[src/rtl/fba_pkg.sv]
// ----------------------------------------------------------------------------
// Frame bitmap allocator package
// Shared widths, request and status codes, and the command and status
// structs that join the controller and the datapath.
// ----------------------------------------------------------------------------
package fba_pkg;

  localparam int unsigned NUM_FRAMES_DEF = 4096;
  localparam int unsigned WORD_W         = 32;
  localparam int unsigned BIT_IDX_W      = 5;
  localparam int unsigned MAX_WORDS      = 128;
  localparam int unsigned FRAME_W        = 12;
  localparam int unsigned REQ_W          = 2;
  localparam int unsigned CFG_W          = 13;
  localparam int unsigned STATUS_W       = 2;
  localparam int unsigned LIM_W          = 8;

  localparam logic [CFG_W-1:0] FRAME_COUNT_RST = 13'd4096;

  localparam logic [REQ_W-1:0] REQ_ALLOC = 2'd0;
  localparam logic [REQ_W-1:0] REQ_FREE  = 2'd1;
  localparam logic [REQ_W-1:0] REQ_TEST  = 2'd2;

  localparam logic [STATUS_W-1:0] STATUS_DONE      = 2'd0;
  localparam logic [STATUS_W-1:0] STATUS_NO_CHANGE = 2'd1;
  localparam logic [STATUS_W-1:0] STATUS_NO_FRAMES = 2'd2;

  typedef enum logic [2:0] {
    RES_HELD,
    RES_ALLOC,
    RES_NO_FRAMES,
    RES_DONE,
    RES_NO_CHANGE,
    RES_TEST
  } res_e;

  typedef enum logic [1:0] {
    RD_SCAN,
    RD_CUR,
    RD_TST
  } rd_src_e;

  typedef struct packed {
    logic [REQ_W-1:0]   req_type;
    logic [FRAME_W-1:0] current_frame;
    logic [FRAME_W-1:0] frame_index;
    logic               supervisor;
    logic               writable;
  } req_t;

  typedef struct packed {
    logic [FRAME_W-1:0]  frame_out;
    logic                present_bit;
    logic                rw_bit;
    logic                user_bit;
    logic                in_use;
    logic [STATUS_W-1:0] status;
  } rsp_t;

  typedef struct packed {
    logic    load_req;
    logic    scan_clr;
    logic    rd_issue;
    rd_src_e rd_src;
    logic    wr_set;
    logic    wr_clr;
    logic    res_load;
    res_e    res_kind;
    logic    push_out;
  } cmd_t;

  typedef struct packed {
    logic [REQ_W-1:0] req_type;
    logic             cur_nz;
    logic             cur_ok;
    logic             tst_ok;
    logic             scan_done;
    logic             rd_valid;
    logic             rd_hit;
    logic             out_free;
  } sts_t;

endpackage

[src/rtl/fba_ctrl.sv]
// ----------------------------------------------------------------------------
// Frame bitmap allocator controller
// Sequences one request at a time: decode, a bitmap scan, read-modify-write
// or test read if needed, then hand the result to the response register.
// ----------------------------------------------------------------------------
module fba_ctrl (
  input  logic          clk_i,
  input  logic          rst_ni,
  input  logic          in_valid_i,
  output logic          in_ready_o,
  input  fba_pkg::sts_t sts_i,
  output fba_pkg::cmd_t cmd_o
);
  import fba_pkg::*;

  typedef enum logic [2:0] {
    ST_IDLE,
    ST_DECODE,
    ST_SCAN,
    ST_FREE_RMW,
    ST_TEST_RD,
    ST_FINISH
  } state_e;

  state_e state_q, state_d;
  cmd_t   cmd;

  assign in_ready_o = (state_q == ST_IDLE);
  assign cmd_o      = cmd;

  always_comb begin
    cmd        = '0;
    cmd.rd_src = RD_SCAN;
    state_d    = state_q;
    case (state_q)
      ST_IDLE: begin
        if (in_valid_i) begin
          cmd.load_req = 1'b1;
          state_d      = ST_DECODE;
        end
      end
      ST_DECODE: begin
        case (sts_i.req_type)
          REQ_ALLOC: begin
            if (sts_i.cur_nz) begin
              cmd.res_load = 1'b1;
              cmd.res_kind = RES_HELD;
              state_d      = ST_FINISH;
            end else begin
              cmd.scan_clr = 1'b1;
              state_d      = ST_SCAN;
            end
          end
          REQ_FREE: begin
            if (sts_i.cur_nz && sts_i.cur_ok) begin
              cmd.rd_issue = 1'b1;
              cmd.rd_src   = RD_CUR;
              state_d      = ST_FREE_RMW;
            end else begin
              cmd.res_load = 1'b1;
              cmd.res_kind = sts_i.cur_nz ? RES_DONE : RES_NO_CHANGE;
              state_d      = ST_FINISH;
            end
          end
          REQ_TEST: begin
            if (sts_i.tst_ok) begin
              cmd.rd_issue = 1'b1;
              cmd.rd_src   = RD_TST;
              state_d      = ST_TEST_RD;
            end else begin
              cmd.res_load = 1'b1;
              cmd.res_kind = RES_DONE;
              state_d      = ST_FINISH;
            end
          end
          default: begin
            cmd.res_load = 1'b1;
            cmd.res_kind = RES_NO_CHANGE;
            state_d      = ST_FINISH;
          end
        endcase
      end
      ST_SCAN: begin
        // One word read is in flight at a time; the scan ends on the first
        // word with a clear bit or once every word up to the scan limit has come back full.
        if (sts_i.rd_hit) begin
          cmd.wr_set   = 1'b1;
          cmd.res_load = 1'b1;
          cmd.res_kind = RES_ALLOC;
          state_d      = ST_FINISH;
        end else if (!sts_i.rd_valid && sts_i.scan_done) begin
          cmd.res_load = 1'b1;
          cmd.res_kind = RES_NO_FRAMES;
          state_d      = ST_FINISH;
        end else if (!sts_i.scan_done) begin
          cmd.rd_issue = 1'b1;
          cmd.rd_src   = RD_SCAN;
        end
      end
      ST_FREE_RMW: begin
        cmd.wr_clr   = 1'b1;
        cmd.res_load = 1'b1;
        cmd.res_kind = RES_DONE;
        state_d      = ST_FINISH;
      end
      ST_TEST_RD: begin
        cmd.res_load = 1'b1;
        cmd.res_kind = RES_TEST;
        state_d      = ST_FINISH;
      end
      ST_FINISH: begin
        if (sts_i.out_free) begin
          cmd.push_out = 1'b1;
          state_d      = ST_IDLE;
        end
      end
      default: begin
        state_d = ST_IDLE;
      end
    endcase
  end

  always_ff @(posedge clk_i or negedge rst_ni) begin
    if (!rst_ni) begin
      state_q <= ST_IDLE;
    end else begin
      state_q <= state_d;
    end
  end

endmodule

[config.mk]
export PLATFORM = sky130hd
export DESIGN_NAME = fba_ctrl
export DESIGN_NICKNAME = d
export VERILOG_FILES = /design/src/rtl/fba_pkg.sv /design/src/rtl/fba_ctrl.sv
export SDC_FILE = /design/constraint.sdc
export NUM_CORES = 1
export LEC_CHECK = 0
export BUFFER_PORTS_ARGS = -buffer_cell sky130_fd_sc_hd__clkbuf_2
export CAP_MARGIN = 20
export CORE_AREA = 2 2 39 41
export CTS_CLUSTER_DIAMETER = 200
export DETAILED_ROUTE_END_ITERATION = 12
export DIE_AREA = 0 0 41 43
export GPL_TIMING_DRIVEN = 0
export PLACE_DENSITY = 0.68
export SLEW_MARGIN = 20
export SYNTH_ARGS = -nofsm -noshare
export SYNTH_HDL_FRONTEND = slang
export SYNTH_SLANG_ARGS = --single-unit
[constraint.sdc]
create_clock -name clk_i -period 2.6 [get_ports clk_i]
set_input_delay 0.52 -clock clk_i [delete_from_list [all_inputs] [get_ports clk_i]]
set_output_delay 0.52 -clock clk_i [all_outputs]
set_load 0.02 [all_outputs]
==> results of run 1 <==
-- metrics by stage --
| stage | setup slack (ps) | setup TNS [ps] | std cells | cell area (µm²) |
|---|---|---|---|---|
| global route | -8.55 | -8.55 | 113 | 706 |
| CTS | 35.2 | 0 | 113 | 673 |
| finish | 47.5 | 0 | 113 | 706 |
| global placement | 53.1 | 0 | 109 | 647 |
| floorplan | 283 | 0 | 69 | 507 |
| detailed placement | 33.9 | 0 | 109 | 647 |
-- layout by cell type, fill, tap and decap left out, types with 2 or more instances in the layout --
cell type  count
clkbuf_2      23
inv_1          8
nor2_1         5
nand2_1        5
and2b_2        4
o21ai_0        4
nor3_1         4
buf_6          3
a21oi_1        3
ha_2           3
clkbuf_4       3
dfrtp_1        3
nand3_1        2
o32ai_1        2
-- layer usage --
metal	vias to the layer above	track usage	routed length, µm
met5	-	0	0
met2	28	0.253	656
met1	261	0.233	570
met4	0	0.0400	14
li1	311	-	-
met3	4	0.0157	94
-- power breakdown --
| group | switching [mW] | internal (mW) | leakage, nW | total, mW |
|---|---|---|---|---|
| clock | 0.0258 | 0.0576 | 0.0150 | 0.0835 |
| sequential | 0.0146 | 0.0646 | 0.0362 | 0.0792 |
| combinational | 0.233 | 0.168 | 0.316 | 0.402 |
-- path summary, 6_finish.rpt --
| kind | startpoint | to | slack, ps | depth (start not counted) |
|---|---|---|---|---|
| min in group clk_i | in_valid_i | state_q[0] | 570 | 3 |
| worst min-delay path | rst_ni | state_q[0] | 70 | 1 |
| max in group asynchronous | rst_ni | state_q[2] | 2420 | 1 |
| worst max-delay path | sts_i[7] | cmd_o[4] | 50 | 7 |
| worst max register to register | state_q[2] | state_q[2] | 1280 | 4 |
| worst min register to register | state_q[0] | state_q[1] | 750 | 2 |
-- layout make-up --
cell class,instances,area (µm²),share of cell area
well taps,16,20.0,0.0284
repair buffers,24,129,0.183
clock buffers,4,26.3,0.0372
multi-input cells,54,394,0.559
plain buffers,3,27.5,0.0390
inverters,9,33.8,0.0479
flip-flops and latches,3,75.1,0.106
-- kinds of logic (layout without fill, tap and decap cells) --
| logic type | count (synthesis) | in the layout |
|---|---|---|
| AND/OR/NAND/NOR | 29 | 29 |
| AO/OA/AOI/OAI | 21 | 21 |
| buffers and inverters | 12 | 40 |
| adder cells (fa/ha/maj) | 4 | 4 |
| flip-flops | 3 | 3 |
-- what timing repair did --
action,4_1_cts,5_1_grt
buffers inserted,0,0
gates resized for setup,0,12
setup endpoints to repair,0,1
-- critical path, stage by stage --
cell and delay (ps):
buf_4 110, inv_1 60, ha_2 180, a21o_1 180, or4_4 470, a221o_1 370, buf_6 140
-- synth_stat cells, drive strengths merged (2+ instances only) --
library cell,number,area share
a21oi,3,0.030
nand3,2,0.020
ha,4,0.099
nand2,5,0.037
inv,9,0.067
nor2,5,0.037
o21ai,4,0.040
and2b,4,0.069
nor3,4,0.040
dfrtp,3,0.15
o32ai,2,0.035
buf,2,0.044
and3b,2,0.037
==> flow_summary.json, run 1 <==
{
  "critPathKind": "input pin to primary output",
  "powerDensity_nw_per_um2": 800,
  "clk_latency_ps": 230,
  "max_clock_freq_mhz": 392,
  "synthesis.nets": 85,
  "synthCells": 69,
  "hold_viol": 0,
  "required_ps": 2080,
  "yosys.area_share.simple": 0.336,
  "finalSetupViolCount": 0,
  "grt_pass1_vias": 516,
  "n_fill_cell": 149,
  "std_cell_rows": 14,
  "cts_hold_buf": 0,
  "cts.sinks": 3,
  "wl_per_cell_um": 11.8,
  "htree_levels": 1,
  "startpoint_type": "input pin",
  "antenna_found_initial": 0,
  "clk_pin_slew_ps": 40,
  "die_area_um2": 1760,
  "synthXorXnorAreaFrac": 0,
  "reg.largest.list": "state_q x3",
  "synth.area.mux_share": 0,
  "synth_area_um2": 507,
  "firstDrtPassIters": 4,
  "dr.first_iter.drc_count": 16,
  "grt.total_usage": 0.163,
  "vdd_ir_drop_max_mv": 0.244,
  "cts_tree": "yes",
  "initial_core_util": 0.366,
  "max_slew_margin": 0.797,
  "power_uw": 564,
  "drcViolationCount": 0,
  "pin_count": 25,
  "holdWs_ps": 71.3,
  "clk_path_buf_depth": 2,
  "numCtsBuffers": 3,
  "fin_crit_ps": 2550,
  "cp_max_fo": 3,
  "synth_top_family_by_area": "simple AND/OR/NAND/NOR gates",
  "port_buffers": 24,
  "avgViaCountPerCell": 5.35,
  "synth_compound_area_frac": 0.296,
  "fin_nets": 114,
  "syn_area_per_cell_um2": 7.34,
  "fin_crit_sh": 0.982,
  "core-area_um2": 1380,
  "cap_violations": 0,
  "place.gp.congestion": 0.813,
  "ys_types": 34,
  "die_y_um": 43,
  "drtAntennaViolNets": 0,
  "ctsRootBufferMaster": "clkbuf_4",
  "overflow": 0,
  "grt_pass1_wl_um": 2090,
  "synth_fa_ha_area_frac": 0.0988,
  "critPathArrivalTime_ps": 2030,
  "synth.ff_latch_count": 3,
  "chipWidth_um": 41,
  "hold_path.class": "input pin to asynchronous set/reset pin",
  "synth_flop_cell": "dfrtp_1",
  "grt_max_degree": 11,
  "hpwlAfterDp_um": 1030,
  "regMostFlops": "state_q",
  "p_leak_nw": 0.367,
  "end_kind": "primary output",
  "area_growth_pct": 39.3,
  "drive_gt1_frac": 0.433,
  "largest_reg_flops": 3,
  "worstMarginPinSlew_ps": 301,
  "synth_edf_count": 0,
  "final_core_util": 0.510,
  "synth-async-reset-ratio": 1.00,
  "slew_violations": 0,
  "synth_warnings": 0,
  "ys_seq_area_frac": 0.148,
  "drt_wl_total_um": 1340,
  "vias": 604,
  "n_antenna_cell": 0,
  "skew_ps": 0.495,
  "status": "finished, final reports clean"
}
No activity file was read; power rests on OpenSTA's default activity.
==> run 2, diff against run 1 <==
==> constraint.sdc (replaced) <==
create_clock -name clk_i -period 2.5 [get_ports clk_i]
set_input_delay 0.5 -clock clk_i [delete_from_list [all_inputs] [get_ports clk_i]]
set_output_delay 0.5 -clock clk_i [all_outputs]
set_load 0.02 [all_outputs]
==> run 2 against run 1 <==
Against the previous run:
- sequential share of layout area is 0.67 points lower
- final area rose by 6.7%
- combinational power grew 6.5%
- cell count increased by 2.7%
- critical path depth stayed put
- register-to-register slack got worse by 110 ps
- utilization increased by 3.4 points
- largest cell class unchanged
- sequential power is 3.4% higher
- die area is the same
- non-clock buffer count rose by 3
- clock skew is 1.2 ps higher
- total power up 5.8%
==> flow_summary.json, run 2 (synthesis gave the netlist of run 1 again) <==
{
  "design_area_um2": 753,
  "place_ws_ps": -26.1,
  "drcViolationCount": 0,
  "crit_chain": "buf_8 -> inv_4 -> ha_4 -> and2b_2 -> or4_1 -> a221o_1 -> clkbuf_8",
  "hold_viol": 0,
  "cts_tree": "yes",
  "antenna_found_initial": 0,
  "overflow": 0,
  "clk_path_buf_depth": 2,
  "hold_path.class": "input pin to asynchronous set/reset pin",
  "end_kind": "primary output",
  "cts_hold_buf": 0,
  "worst-path-stages": 7,
  "startpoint_type": "input pin",
  "skew_ps": 1.67,
  "max_slew_margin": 0.803,
  "max_clock_freq_mhz": 407,
  "fin_crit_sh": 0.983,
  "regMostFlops": "state_q",
  "layout_common_cells": "22 x clkbuf_2, 7 x inv_1, 5 x nor2_1, 5 x nand2_1",
  "cp_num_buf_inv": 3,
  "fin_nets": 117,
  "final_common_cell": "clkbuf_2",
  "wl_per_cell_um": 12.0,
  "port_buffers": 24,
  "grt_pass1_vias": 535,
  "layout_setup_ws_ps": 43.6,
  "ctsRootBufferMaster": "clkbuf_4",
  "grt_pass1_wl_um": 2210,
  "cts.sinks": 3,
  "n_fill_cell": 135,
  "core-area_um2": 1380,
  "die_area_um2": 1760,
  "cp_max_fo": 3,
  "hpwlAfterDp_um": 1030,
  "powerDensity_nw_per_um2": 792,
  "fin_crit_ps": 2460,
  "slew_violations": 0,
  "crit_start": "sts_i[7]",
  "grt_max_degree": 11,
  "critPathKind": "input pin to primary output",
  "largest_reg_flops": 3,
  "place.gp.congestion": 0.813,
  "crit_family": "simple AND/OR/NAND/NOR gates",
  "std_cell_rows": 14,
  "avgViaCountPerCell": 5.40,
  "critPathArrivalTime_ps": 1960,
  "vias": 626,
  "reg.largest.list": "state_q x3",
  "firstDrtPassIters": 4,
  "pin_count": 25,
  "p_leak_nw": 0.388,
  "grt.total_usage": 0.174,
  "slowest_delay_ps": 500,
  "die_y_um": 43,
  "drt_wl_total_um": 1400,
  "area_growth_pct": 48.6,
  "status": "finished, final reports clean",
  "initial_core_util": 0.366,
  "n_antenna_cell": 0,
  "drive_gt1_frac": 0.450,
  "cap_violations": 0,
  "chipWidth_um": 41,
  "dpl-instance-area_um2": 647,
  "finalSetupViolCount": 0,
  "worstMarginPinSlew_ps": 292,
  "htree_levels": 1,
  "dr.first_iter.drc_count": 9,
  "r2r-start": "state_q[2]",
  "vdd_ir_drop_max_mv": 0.267,
  "numCtsBuffers": 3,
  "r2r_cells": 4,
  "clk_latency_ps": 240,
  "required_ps": 2000,
  "clk_pin_slew_ps": 40,
  "slowest_stage": "or4_1",
  "drtAntennaViolNets": 0
}
[run 2: cell count changes in the layout (fill, tap and decap cells not counted), sizes merged]
cell,change
buf,+3
[run 2: cell type report]
type	count	area [µm²]	area share
inverter	9	36.3	0.0482
buffer	3	27.5	0.0365
multi-input combinational	54	400	0.532
sequential	3	75.1	0.0997
tap	16	20.0	0.0266
timing repair buffer	27	168	0.223
clock buffer	4	26.3	0.0349
[run 2: routing by layer]
layer | global-route usage | up-vias | part of all wire
li1 | - | 316 | -
met5 | 0 | - | 0
met3 | 0.0157 | 2 | 0.076
met1 | 0.233 | 274 | 0.42
met4 | 0.0400 | 0 | 0.0072
met2 | 0.288 | 34 | 0.50
[run 2: path summary, 6_finish.rpt]
kind,to,slack (ps)
max in group asynchronous,state_q[2],2340
worst max-delay path,cmd_o[4],40
worst min-delay path,state_q[0],50
worst max register to register,state_q[2],1170
min in group clk_i,state_q[0],550
worst min register to register,state_q[1],750
[run 2: stage by stage]
stage	setup TNS (ps)	hold WS (ps)	std cells	power [mW]	utilization
global route	-0.936	50.4	116	0.645	0.544
CTS	0	50.4	115	0.589	0.524
global placement	-6.88	296	109	0.472	0.467
detailed placement	-26.1	297	109	0.477	0.467
finish	0	50.2	116	0.597	0.544
floorplan	0	204	69	0.373	-
[run 2: repair_timing]
action	CTS	global route
resized for setup	10	6
endpoints found under the hold margin	0	0
endpoints found under the setup margin	1	1
setup buffers	2	1
pin swaps	4	3
gates cloned	0	0
[run 2: worst reg2reg max path: stages (launching register included)]
cell and delay, ps:
dfrtp_1 360, clkbuf_2 170, or3_1 330, o32ai_1 250, a21oi_1 80
[run 2: power breakdown]
group | total [mW] | internal [mW] | switching, mW | leakage, nW
registers | 0.0819 | 0.0672 | 0.0147 | 0.0362
logic | 0.428 | 0.182 | 0.246 | 0.337
clock network | 0.0873 | 0.0600 | 0.0273 | 0.0150
==> run 3, diff against run 2 <==
--- a/config.mk
+++ b/config.mk
@@ -13,7 +13,9 @@
 export DIE_AREA = 0 0 41 43
 export GPL_TIMING_DRIVEN = 0
 export PLACE_DENSITY = 0.68
+export REMOVE_ABC_BUFFERS = 1
 export SLEW_MARGIN = 20
 export SYNTH_ARGS = -nofsm -noshare
 export SYNTH_HDL_FRONTEND = slang
 export SYNTH_SLANG_ARGS = --single-unit
+export TNS_END_PERCENT = 1
==> run 3 against run 2 <==
Against the previous run:
- utilization down 0.81 points
- sequential power rose by 49%
- combinational power down 15%
- flip-flop and latch count stayed put
- first-iteration DRC count up 56%
==> flow_summary.json, run 3 (synthesis gave the netlist of run 1 again) <==
{
  "slew_violations": 0,
  "layout_common_cells": "21 x clkbuf_2, 7 x inv_1, 5 x nor2_1, 5 x nand2_1",
  "grt_max_degree": 16,
  "n_fill_cell": 136,
  "cap_violations": 0,
  "drt_wl_total_um": 1440,
  "fin_nets": 115,
  "hpwlAfterDp_um": 1050,
  "pin_count": 25,
  "cts.sinks": 3,
  "n_antenna_cell": 0,
  "cts_hold_buf": 0,
  "worstMarginPinSlew_ps": 440,
  "drive_gt1_frac": 0.449,
  "rsz0062_at_grt": "false",
  "chipWidth_um": 41,
  "clk_pin_slew_ps": 40,
  "grt_pass1_wl_um": 2140,
  "wl_per_cell_um": 12.6,
  "multiInputGateArea_um2": 404,
  "place_ws_ps": -29.6,
  "largest_reg_flops": 3,
  "sw_frac_of_total": 0.498,
  "vias": 627,
  "holdWs_ps": 51.1,
  "max_clock_freq_mhz": 408,
  "finalSetupViolCount": 0,
  "avgViaCountPerCell": 5.50,
  "die_area_um2": 1760,
  "critPathArrivalTime_ps": 1950,
  "grt_pass1_vias": 548,
  "p_comb_frac": 0.635,
  "seq_area_um2": 75.1,
  "htree_levels": 1,
  "power_frac_seq": 0.214,
  "required_ps": 2000,
  "firstDrtPassIters": 4,
  "intPower_uw": 287,
  "p_leak_nw": 0.379,
  "end_kind": "primary output",
  "core-area_um2": 1380,
  "area_growth_pct": 46.4,
  "critPathKind": "input pin to primary output",
  "initial_core_util": 0.366,
  "place.gp.congestion": 0.833,
  "die_y_um": 43,
  "max_slew_margin": 0.707,
  "fin_crit_ps": 2450,
  "drcViolationCount": 0,
  "design_area_um2": 742,
  "final_common_cell": "clkbuf_2",
  "cp_max_fo": 4,
  "port_buffers": 24,
  "hold_path.class": "input pin to asynchronous set/reset pin",
  "hold_viol": 0,
  "powerDensity_nw_per_um2": 770,
  "switchingPower_uw": 284,
  "antenna_found_initial": 0,
  "std_cell_rows": 14,
  "vdd_ir_drop_max_mv": 0.217,
  "clk_latency_ps": 240,
  "ctsRootBufferMaster": "clkbuf_4",
  "fin_crit_sh": 0.981,
  "dr.first_iter.drc_count": 14,
  "cts_tree": "yes",
  "grt.total_usage": 0.172,
  "numCtsBuffers": 3,
  "layout_setup_ws_ps": 48.4,
  "clkPwrFrac": 0.151,
  "reg.largest.list": "state_q x3",
  "startpoint_type": "input pin",
  "regMostFlops": "state_q",
  "skew_ps": 6.79,
  "dpl-instance-area_um2": 619,
  "status": "finished, final reports clean",
  "overflow": 0,
  "clk_path_buf_depth": 2,
  "drtAntennaViolNets": 0
}
==> run 3: cell types whose count changed in the layout (fill, tap and decap cells not counted) <==
cell      before  now
buf_6          3    0
a21boi_1       1    0
a21boi_2       0    1
buf_4          3    4
clkbuf_2      22   21
clkbuf_8       1    2
inv_2          1    0
inv_4          1    2
==> run 3: timing repair <==
item                                    CTS  global route
gates resized for setup                  10             6
endpoints found under the setup margin    1             1
pin swaps                                 2             6
buffers inserted                          2             2
==> run 3: stage by stage <==
stage	setup TNS, ps	util	instances	total power, mW
CTS	0	0.511	112	0.565
global placement	-1.05	0.448	106	0.443
finish	0	0.536	114	0.572
detailed placement	-29.6	0.448	106	0.451
global route	0	0.536	114	0.624
floorplan	0	-	66	0.344
==> run 3: power groups by stage <==
| stage | clock network [mW] | logic, mW | registers [mW] |
|---|---|---|---|
| 2_1_floorplan | 0 | 0.241 | 0.103 |
| 3_3_place_gp | 0 | 0.323 | 0.120 |
| 5_1_grt | 0.0908 | 0.405 | 0.128 |
| 3_5_place_dp | 0 | 0.329 | 0.121 |
| 6_report | 0.0865 | 0.363 | 0.122 |
| 4_1_cts | 0.0879 | 0.356 | 0.121 |
==> run 3: critical path: stages <==
cell and delay, ps:
clkbuf_8 130, ha_4 160, and2b_2 210, or4_1 460, a221o_1 330, clkbuf_8 160
==> run 3: cell type report <==
class,instances,share of cell area
multi-input cells,54,0.545
repair buffers,28,0.239
flip-flops and latches,3,0.101
inverters,9,0.0523
clock buffers,4,0.0354
well taps,16,0.0270
==> run 3: path summary, 6_finish.rpt <==
check                      startpoint    endpoint  slack [ps]  depth (start not counted)
max in group asynchronous      rst_ni  state_q[2]        2330                          1
setup / recovery             sts_i[8]    cmd_o[4]          50                          6
hold / removal                 rst_ni  state_q[1]          50                          1
min in group clk_i         in_valid_i  state_q[0]         530                          3
hold reg to reg            state_q[0]  state_q[2]         790                          2
setup reg to reg           state_q[1]  state_q[0]         990                          3
==> run 3: per-layer routing <==
metal	share of wire	vias to the layer above	wire (µm)	GRT usage
li1	-	307	-	-
met1	0.39	290	566	0.204
met2	0.51	28	739	0.288
met3	0.081	2	117	0.0209
met4	0.0097	0	14	0.0800
met5	0	-	0	0
